==> src/smpq_pkg.sv <==
// Shared types and constants for the stable minimum priority queue.
`timescale 1ns / 1ps
`default_nettype none

package smpq_pkg;

	localparam int TAG_W = 16;
	localparam int PRIO_W = 32;
	localparam int DEF_QUEUE_DEPTH = 64;

	typedef enum logic [1:0] {
		KIND_INSERT  = 2'd0,
		KIND_EXTRACT = 2'd1,
		KIND_PEEK    = 2'd2
	} kind_t;

	typedef enum logic [1:0] {
		ST_OK    = 2'd0,
		ST_EMPTY = 2'd1,
		ST_FULL  = 2'd2
	} status_t;

	typedef enum logic [1:0] {
		S_IDLE,
		S_CMP,
		S_PUT,
		S_FINISH
	} state_t;

	typedef struct packed {
		logic [PRIO_W-1:0] prio;
		logic [TAG_W-1:0]  tag;
	} entry_t;

	typedef struct packed {
		logic load_op;
		logic rd_en;
		logic rd_next;
		logic shift_wr;
		logic put_wr;
		logic finish;
	} cmd_t;

	typedef struct packed {
		kind_t in_kind;
		logic  empty;
		logic  full;
		logic  idx_one;
		logic  prio_le;
		logic  out_free;
	} sts_t;

endpackage

`default_nettype wire

==> src/smpq_datapath.sv <==
// Datapath: entry memory, count, operation registers and result register.
`timescale 1ns / 1ps
`default_nettype none

module smpq_datapath #(
	parameter int QUEUE_DEPTH = smpq_pkg::DEF_QUEUE_DEPTH,
	localparam int CW = $clog2(QUEUE_DEPTH + 1)
) (
	input  wire logic                       clk,
	input  wire logic                       arst_n,
	input  wire smpq_pkg::cmd_t             cmd,
	output smpq_pkg::sts_t                  sts,
	input  wire logic [1:0]                 in_kind,
	input  wire logic [smpq_pkg::TAG_W-1:0] in_tag,
	input  wire logic [smpq_pkg::PRIO_W-1:0] in_prio,
	output logic                            out_valid,
	input  wire logic                       out_ready,
	output logic [smpq_pkg::TAG_W-1:0]      out_tag,
	output logic [1:0]                      out_status,
	output logic [CW-1:0]                   out_fill,
	output logic                            out_empty
);
	import smpq_pkg::*;

	localparam int AW = (QUEUE_DEPTH > 1) ? $clog2(QUEUE_DEPTH) : 1;

	entry_t          mem [QUEUE_DEPTH];
	entry_t          rd_q;
	entry_t          op_entry_q;
	kind_t           op_kind_q;
	logic [AW-1:0]   idx_q;
	logic [CW-1:0]   count_q;
	logic [AW-1:0]   rd_addr;
	logic [CW-1:0]   count_m1;
	status_t         fin_status;
	logic [TAG_W-1:0] fin_tag;
	logic [CW-1:0]   fin_count;

	assign count_m1 = count_q - CW'(1);
	assign rd_addr  = cmd.rd_next ? (idx_q - AW'(2)) : count_m1[AW-1:0];

	always_ff @(posedge clk) begin
		if (cmd.rd_en)
			rd_q <= mem[rd_addr];
		if (cmd.shift_wr)
			mem[idx_q] <= rd_q;
		else if (cmd.put_wr)
			mem[idx_q] <= op_entry_q;
	end

	always_ff @(posedge clk) begin
		if (cmd.load_op) begin
			op_kind_q  <= kind_t'(in_kind);
			op_entry_q <= {in_prio, in_tag};
		end
	end

	always_ff @(posedge clk or negedge arst_n) begin
		if (!arst_n) begin
			idx_q <= '0;
		end else if (cmd.load_op) begin
			idx_q <= count_q[AW-1:0];
		end else if (cmd.shift_wr) begin
			idx_q <= idx_q - AW'(1);
		end
	end

	always_comb begin
		fin_status = ST_OK;
		fin_tag    = '0;
		fin_count  = count_q;
		case (op_kind_q)
			KIND_INSERT: begin
				if (sts.full)
					fin_status = ST_FULL;
				else
					fin_count = count_q + CW'(1);
			end
			KIND_EXTRACT: begin
				if (sts.empty) begin
					fin_status = ST_EMPTY;
				end else begin
					fin_tag   = rd_q.tag;
					fin_count = count_m1;
				end
			end
			KIND_PEEK: begin
				if (sts.empty)
					fin_status = ST_EMPTY;
				else
					fin_tag = rd_q.tag;
			end
			default: begin
				fin_status = ST_OK;
			end
		endcase
	end

	always_ff @(posedge clk or negedge arst_n) begin
		if (!arst_n) begin
			count_q   <= '0;
			out_valid <= 1'b0;
		end else begin
			if (cmd.finish) begin
				count_q   <= fin_count;
				out_valid <= 1'b1;
			end else if (out_ready) begin
				out_valid <= 1'b0;
			end
		end
	end

	always_ff @(posedge clk) begin
		if (cmd.finish) begin
			out_tag    <= fin_tag;
			out_status <= fin_status;
			out_fill   <= fin_count;
			out_empty  <= (fin_count == '0);
		end
	end

	assign sts.in_kind  = kind_t'(in_kind);
	assign sts.empty    = (count_q == '0);
	assign sts.full     = (count_q == CW'(QUEUE_DEPTH));
	assign sts.idx_one  = (idx_q == AW'(1));
	assign sts.prio_le  = (rd_q.prio <= op_entry_q.prio);
	assign sts.out_free = !out_valid || out_ready;

endmodule

`default_nettype wire

==> src/smpq_ctrl.sv <==
// Controller: state machine that sequences insert shifts, reads and results.
`timescale 1ns / 1ps
`default_nettype none

module smpq_ctrl (
	input  wire logic           clk,
	input  wire logic           arst_n,
	input  wire logic           in_valid,
	output logic                in_ready,
	input  wire smpq_pkg::sts_t sts,
	output smpq_pkg::cmd_t      cmd
);
	import smpq_pkg::*;

	state_t state_q;
	state_t state_d;

	always_ff @(posedge clk or negedge arst_n) begin
		if (!arst_n)
			state_q <= S_IDLE;
		else
			state_q <= state_d;
	end

	always_comb begin
		state_d  = state_q;
		cmd      = '0;
		in_ready = 1'b0;
		case (state_q)
			S_IDLE: begin
				in_ready = 1'b1;
				if (in_valid) begin
					cmd.load_op = 1'b1;
					case (sts.in_kind)
						KIND_INSERT: begin
							if (sts.full) begin
								state_d = S_FINISH;
							end else if (sts.empty) begin
								state_d = S_PUT;
							end else begin
								cmd.rd_en = 1'b1;
								state_d   = S_CMP;
							end
						end
						KIND_EXTRACT, KIND_PEEK: begin
							cmd.rd_en = !sts.empty;
							state_d   = S_FINISH;
						end
						default: begin
							state_d = S_FINISH;
						end
					endcase
				end
			end
			S_CMP: begin
				if (sts.prio_le) begin
					cmd.shift_wr = 1'b1;
					if (sts.idx_one) begin
						state_d = S_PUT;
					end else begin
						cmd.rd_en   = 1'b1;
						cmd.rd_next = 1'b1;
					end
				end else begin
					cmd.put_wr = 1'b1;
					state_d    = S_FINISH;
				end
			end
			S_PUT: begin
				cmd.put_wr = 1'b1;
				state_d    = S_FINISH;
			end
			S_FINISH: begin
				if (sts.out_free) begin
					cmd.finish = 1'b1;
					state_d    = S_IDLE;
				end
			end
			default: begin
				state_d = S_IDLE;
			end
		endcase
	end

endmodule

`default_nettype wire

==> src/stable_min_priority_queue_core.sv <==
// Top level of the stable minimum priority queue.
//
//  channel   dir  tdata                                   tuser
//  s_*       in   elem_tag[15:0], prio_value[47:16]        kind
//  m_*       out  out_tag, fill_count, now_empty, zeros    status
//
// Extract, peek, no-op and full insert: from acceptance straight to S_FINISH.
// Insert: S_CMP shifts up each stored entry with priority <= the new one in turn,
// as the entry memory has a single read and write port; then the new entry is put.
// Reset clears count and control state only; entries are never read before written.
// A finished result waits in the output register while the next word is
// taken; a new result holds in the controller until that register frees.
`timescale 1ns / 1ps
`default_nettype none

module stable_min_priority_queue_core #(
	parameter int QUEUE_DEPTH = smpq_pkg::DEF_QUEUE_DEPTH,
	localparam int CW = $clog2(QUEUE_DEPTH + 1),
	localparam int OW = ((smpq_pkg::TAG_W + CW + 1 + 7) / 8) * 8
) (
	input  wire logic          clk,
	input  wire logic          arst_n,
	input  wire logic          s_tvalid,
	output logic               s_tready,
	input  wire logic [47:0]   s_tdata,   // elem_tag, prio_value
	input  wire logic [1:0]    s_tuser,   // kind
	output logic               m_tvalid,
	input  wire logic          m_tready,
	output logic [OW-1:0]      m_tdata,   // out_tag, fill_count, now_empty, zero pad
	output logic [1:0]         m_tuser    // status
);
	import smpq_pkg::*;

	cmd_t             cmd;
	sts_t             sts;
	logic [TAG_W-1:0] out_tag;
	logic [CW-1:0]    out_fill;
	logic             out_empty;

	smpq_ctrl u_ctrl (
		.clk      (clk),
		.arst_n   (arst_n),
		.in_valid (s_tvalid),
		.in_ready (s_tready),
		.sts      (sts),
		.cmd      (cmd)
	);

	smpq_datapath #(
		.QUEUE_DEPTH(QUEUE_DEPTH)
	) u_datapath (
		.clk        (clk),
		.arst_n     (arst_n),
		.cmd        (cmd),
		.sts        (sts),
		.in_kind    (s_tuser),
		.in_tag     (s_tdata[TAG_W-1:0]),
		.in_prio    (s_tdata[TAG_W +: PRIO_W]),
		.out_valid  (m_tvalid),
		.out_ready  (m_tready),
		.out_tag    (out_tag),
		.out_status (m_tuser),
		.out_fill   (out_fill),
		.out_empty  (out_empty)
	);

	assign m_tdata = OW'({out_empty, out_fill, out_tag});

endmodule

`default_nettype wire

==> config.mk <==
export PLATFORM = sky130hd
export DESIGN_NAME = stable_min_priority_queue_core
export DESIGN_NICKNAME = d
export VERILOG_FILES = /design/src/smpq_pkg.sv /design/src/smpq_datapath.sv /design/src/smpq_ctrl.sv /design/src/stable_min_priority_queue_core.sv
export SDC_FILE = /design/constraint.sdc
export NUM_CORES = 2
export LEC_CHECK = 0
export BUFFER_PORTS_ARGS = -buffer_cell sky130_fd_sc_hd__buf_2
export CAP_MARGIN = 20
export CORE_UTILIZATION = 45
export DETAILED_ROUTE_END_ITERATION = 12
export MAX_ROUTING_LAYER = met4
export SYNTH_ARGS = -nofsm -noshare
export SYNTH_HDL_FRONTEND = slang
export SYNTH_SLANG_ARGS = --single-unit
==> constraint.sdc <==
create_clock -name clk -period 5.39 [get_ports clk]
set_input_delay 0 -clock clk [delete_from_list [all_inputs] [get_ports clk]]
set_output_delay 0 -clock clk [all_outputs]
set_load 0.1 [all_outputs]
# Yosys cells after proc, flatten, opt, wreduce, memory -nomap -nowiden
# Memories as Yosys holds them, arrays and structs flattened. A register that Yosys moved wholly into a read port is not among the register bits.
# Cells that the tools add are included.
# word_totals
reg_bits	92
latchBits	0
ram_bits	3072
rom_bits	0
in_bits	54
memories	1
# classes
add_sub_neg	4
multipliers	0
n_div	0
magnitude_cmp	1
n_eq_ne	12
shifts	0
n_mux	39
bitwise	2
n_reduce_logical	14
# memory_table
name	words	word_bits	read_ports	rd_clocked_by_memory_dff	write_ports	line	rtl
u_datapath.mem	64	48	1	1	1	smpq_datapath.sv:27	entry_t mem [QUEUE_DEPTH];
# ops
operator	count
48-bit two-way mux	1
32-bit <= comparator	1
2-bit two-way mux	11
6-bit two-way mux	3
1-bit two-way mux	15
7-bit zero test	2
7-bit two-way mux	2
7-bit case mux with 2 select lines	1
2-bit == test (second input constant)	4
2-bit case mux with 4 select lines	1
7-bit by 1-bit adder with 7-bit output (second input constant)	1
7-bit == test (second input constant)	1
7-bit by 1-bit subtractor with 7-bit output (second input constant)	1
2-bit by 1-bit == test with 1-bit output (second input constant)	3
6-bit by 1-bit == test with 1-bit output (second input constant)	1
2-bit zero test	3
1-bit case mux with 2 select lines	3
2-bit OR reduction	3
6-bit by 1-bit subtractor with 6-bit output (second input constant)	1
6-bit by 2-bit subtractor with 6-bit output (second input constant)	1
2-bit != test (second input constant)	2
2-bit case mux with 2 select lines	1
2-bit nonzero test	2
3-bit two-way mux	1
6 further kinds	7

# Logic depth before layout (Yosys ltp)
# depth
word_depth	7
depth_mapped	17
depth_no_buf	13

# Cells and area by module
# From an unflattened synthesis, not the netlist that was laid out.
# hier_totals
cells_unflattened	10518
hier_area_um2	136261.9
# by_module_without_submodules
module	instances	cells_per_inst	area_per_inst_um2	seq_area_each_um2
smpq_datapath	1	10484	135972.9	96322.4
smpq_ctrl	1	33	281.5	50.0
stable_min_priority_queue_core	1	1	7.5	0.0

# Worst setup path before layout
# OpenSTA, ideal clock, no wires.
# synth_timing
kind	reg2reg
startpoint	register u_datapath.rd_q[47] (netlist name)
endpoint	memory u_datapath.mem[0][47] (netlist name) (data pin)
setup_ps	702
t_arrival_ps	5206
t_required_ps	4688
path_slack_ps	-518
path_stages_with_launch	13
n_path_buf	4
cell_sequence	edfxtp_1 > ha_1 > nand4_2 > nor4_2 > nor2b_1 > o31ai_2 > and3_1 > clkbuf_1 > or2_2 > clkbuf_1 > clkbuf_1 > clkbuf_1 > o21ai_0
# synth_via
elab_chain_len	7
elab_cells_between_ends	9
classes_between	1 x order compare; 8 x mux
# synth_lines
item	line	rtl
32-bit <= comparator	smpq_datapath.sv:126	assign sts.prio_le = (rd_q.prio <= op_entry_q.prio);
1-bit two-way mux	smpq_ctrl.sv:56	if (sts.prio_le) begin
1-bit case mux with 2 select lines	smpq_ctrl.sv:29	case (state_q)
1-bit two-way mux	smpq_datapath.sv:47	else if (cmd.put_wr)
1-bit two-way mux	smpq_datapath.sv:45	if (cmd.shift_wr)
1-bit two-way mux (implied by the code)	smpq_datapath.sv:48	mem[idx_q] <= op_entry_q;
48-bit two-way mux (no source line) *	--	
end, declared	smpq_datapath.sv:27	
# Mark *: on every way between the ends. The rest lies on a longest branch, timed or not.

# Worst setup path after layout
# layout_timing
startpoint	register u_datapath.rd_q[40] (netlist name)
endpoint	register u_datapath.rd_q[33] (netlist name)
# layout_via
elab_chain_len	4
elab_cells_between_ends	5
classes_between	1 x order compare; 4 x mux
# layout_lines
item	line	rtl
32-bit <= comparator *	smpq_datapath.sv:126	
3-bit two-way mux *	smpq_ctrl.sv:56	
2-bit two-way mux	smpq_ctrl.sv:29	
6-bit two-way mux	smpq_datapath.sv:40	assign rd_addr = cmd.rd_next ? (idx_q - AW'(2)) : count_m1[AW-1:0];
# Marked as above.
# A chain may end at the register's enable or synchronous reset.

==> flow_metrics.env <==
export IMPL_rsz0062_at_grt="false"
export IMPL_die_h_um=531
export IMPL_worstSkewPairLatency_ps=920
export IMPL_num_rows=193
export IMPL_finish_net_count=8902
export IMPL_post_dp_cell_area_um2=135000
export IMPL_arrival_ps=5850
export IMPL_ys_warn_count=0
export IMPL_finClkSkew_ps=87.5
export IMPL_cts_inserted_buffers=340
export IMPL_startpoint_type="register"
export IMPL_worstReg2RegStart="u_datapath.rd_q[40]$_DFFE_PP_"
export IMPL_leakagePower_uw=0.0509
export IMPL_power_switching_uw=46200
export IMPL_viasPerCell=6.35
export IMPL_grt_pass1_wl_mm=596
export IMPL_end_kind="register"
export IMPL_hpwl_mm=228
export IMPL_timing_fmax_mhz=190
export IMPL_drc=0
export IMPL_clk_path_buf_depth=4
export IMPL_drive_above_1_share_pct=12.5
export IMPL_core_area_um2=277000
export IMPL_die_area_um2=282000
export IMPL_routed_wl_mm=434
export IMPL_vias=81000
export IMPL_antenna_found_initial=11
export IMPL_synthFlopType="edfxtp_1"
export IMPL_cts_clk_slew_worst_paths_ps=60
export IMPL_finalMaxSlewViolations=0
export IMPL_cts_sinks=3212
export IMPL_ys_ff_latch=3212
export IMPL_cts_root_buf="clkbuf_16"
export IMPL_pwr_density_cell_nw_per_um2=753
export IMPL_yosysTopAreaCell="edfxtp_1"
export IMPL_synth_area_leaders="edfxtp_1 76%, mux2i_1 5.9%, nand2_1 4.9%"
export IMPL_drt_pass1_iter_count=8
export IMPL_synthToLayoutAreaGrowth_pct=16.4
export IMPL_synth_most_common_cell="edfxtp_1"
export IMPL_syn_area_um2=126000
export IMPL_syn_nets=8467
export IMPL_n_fill_cell=22300
export IMPL_wire_per_inst_um=34.0
export IMPL_crit_start="u_datapath.rd_q[40]$_DFFE_PP_"
export IMPL_grt_start_max_net_pins=96
export IMPL_tightest_slew_ps=1250
export IMPL_io_pins=82
export IMPL_first_iter_violations=12100
export IMPL_ys_types=63
export IMPL_final_antenna_net_count=0
export IMPL_die_w_um=531
export IMPL_synth_edf_count=3196
export IMPL_status="complete, no violations"
export IMPL_peakVddDrop_v=0.000820
export IMPL_hold_violations=0
export IMPL_gp_congestion=0.882
export IMPL_syn_area_per_cell_um2=15.1
export IMPL_syn_inst=8363
export IMPL_maxCapViolCount=0
export IMPL_track_usage_pct=31.2
export IMPL_synth_common_cells="3196 x edfxtp_1, 1658 x nand2_1, 743 x mux2i_1"
export IMPL_yosysSeqAreaShare_pct=76.5
export IMPL_criticalPathCategory="reg -> reg"
export IMPL_async_flop_share_pct=0.498
export IMPL_internal_power_uw=64100
export IMPL_finalInstanceArea_um2=146000
export IMPL_min_from="s_tdata[23]"
export IMPL_htree_levels=5
export IMPL_finalCriticalPeriod_ps=5280
export IMPL_start_util_pct=45.4
export IMPL_seqPwrFrac_pct=33.2
export IMPL_post_route_period_util_pct=97.9
export IMPL_comb_power_share_pct=46.5
export IMPL_p_total_uw=110000
export IMPL_synth_top_cell_area_share_pct=76.2
export IMPL_setup_viol=0
export IMPL_crit_fanout=12
export IMPL_whs_ps=45.2
export IMPL_cts_tree="built"
export IMPL_grt_pass1_vias=75600
export IMPL_relSlewSlack_pct=16.9
export IMPL_pwr_share_clk_pct=20.4
export IMPL_hold_class="in -> reg"
export IMPL_grt_overflow=0
export IMPL_post_cts_buffers=0
export IMPL_required_ps=5970
export IMPL_portBuffers=81
export IMPL_finalSetupTns_ps=0
export IMPL_swShare_pct=41.9
critical path, stage by stage (launching register included):
cell and delay [ps]:
edfxtp_1 470, ha_1 320, nand4_1 310, nor3_1 410, nand2_1 190, a32o_1 380, nand3_4 180, buf_4 380
mux2i_4 730, nor2_1 360, buf_4 290, nand4_1 100, o31ai_1 120, or4_1 640
cell families (layout without fill, tap and decap cells):
| logic type | after synthesis | count (layout) | share of synthesized area, % |
|---|---|---|---|
| mux | 775 | 775 | 6.25 |
| fa+ha+maj | 50 | 50 | 0.497 |
| compound gates | 1006 | 1006 | 5.19 |
| xor+xnor | 15 | 15 | 0.104 |
| buf+inv | 592 | 1283 | 2.03 |
| simple gates | 2713 | 2713 | 9.39 |
| flops | 3212 | 3212 | 76.5 |
| other cells | 0 | 4 | 0 |
power by group through the flow:
stage	sequential (µW)	combinational, µW	clock [µW]
after global placement	37100	49400	0
after detailed placement	37100	49900	0
final	36600	51200	22500
after CTS	36600	50200	22600
after floorplan	38000	28200	0
after global routing	36600	53800	23600
stage by stage:
step / std cells / setup slack, ps / utilization (%)
after detailed placement: 12000 / 144 / 48.6
after global placement: 12000 / 153 / 48.6
final: 12800 / 113 / 52.8
after global routing: 12800 / 22.8 / 52.8
after floorplan: 8363 / -226 / -
after CTS: 12700 / 124 / 52.7
layout make-up:
| type | instances | area, µm² | share of cell area (%) |
|---|---|---|---|
| clock buffers | 435 | 9020 | 6.16 |
| multi-input cells | 4559 | 28000 | 19.1 |
| diodes | 4 | 10.0 | 0.00683 |
| clock inverters | 163 | 1460 | 0.993 |
| repair buffers | 634 | 6770 | 4.62 |
| well taps | 3705 | 4640 | 3.16 |
| flip-flops and latches | 3212 | 96400 | 65.8 |
| inverters | 51 | 191 | 0.131 |
layout by cell type, fill, tap and decap left out, drive strengths merged, types with 5 or more instances in the layout:
cell type	n
dlygate4sd3	104
edfxtp	3196
dfrtp	16
nand3	500
mux2i	746
bufinv	20
or4	46
nand2	1660
nor2	94
inv	57
clkinv	133
a21oi	308
o32ai	6
clkbuf	435
xor2	5
nand2b	7
o221ai	236
and3	21
or3	5
ha	50
o22ai	133
buf	530
nand4	32
nor4	136
xnor2	10
o21ai	51
o31ai	5
a31oi	241
mux2	26
nor3	194
state kept, by name, indices dropped and copies added, names as in the netlist, 6 cells and up:
register and cells:
u_datapath.out_fill 7, u_datapath.rd_q 48, u_datapath.count_q 7, u_datapath.op_entry_q 48
u_datapath.mem 3072, u_datapath.idx_q 6, u_datapath.out_tag 16
path summary, 6_finish.rpt:
path | depth (start not counted) | endpoint | slack, ps
max | 13 | u_datapath.rd_q[33]$_DFFE_PP_ | 110
min | 2 | u_datapath.op_entry_q[23]$_DFFE_PP_ | 50
max reg2reg | 13 | u_datapath.rd_q[33]$_DFFE_PP_ | 110
min reg2reg | 1 | u_datapath.out_tag[6]$_SDFFCE_PP0P_ | 600
max in group asynchronous | 3 | u_datapath.idx_q[1]$_DFFE_PN0P_ | 4450
min in group asynchronous | 3 | u_datapath.count_q[4]$_DFFE_PN0P_ | 340
what timing repair did:
| item | CTS | global route |
|---|---|---|
| resized for setup | 0 | 2 |
| hold endpoints to repair | 92 | 1 |
| hold buffers | 103 | 1 |
| endpoints found under the setup margin | 0 | 5 |
layer usage:
layer	vias to the layer above	track usage (%)	share of wire, %
met5	-	-	0
met3	968	6.07	11
met2	5489	47.2	46
met4	0	11.5	4.3
li1	33000	-	-
met1	41600	42.1	39
(Power assumes the default switching activity.)
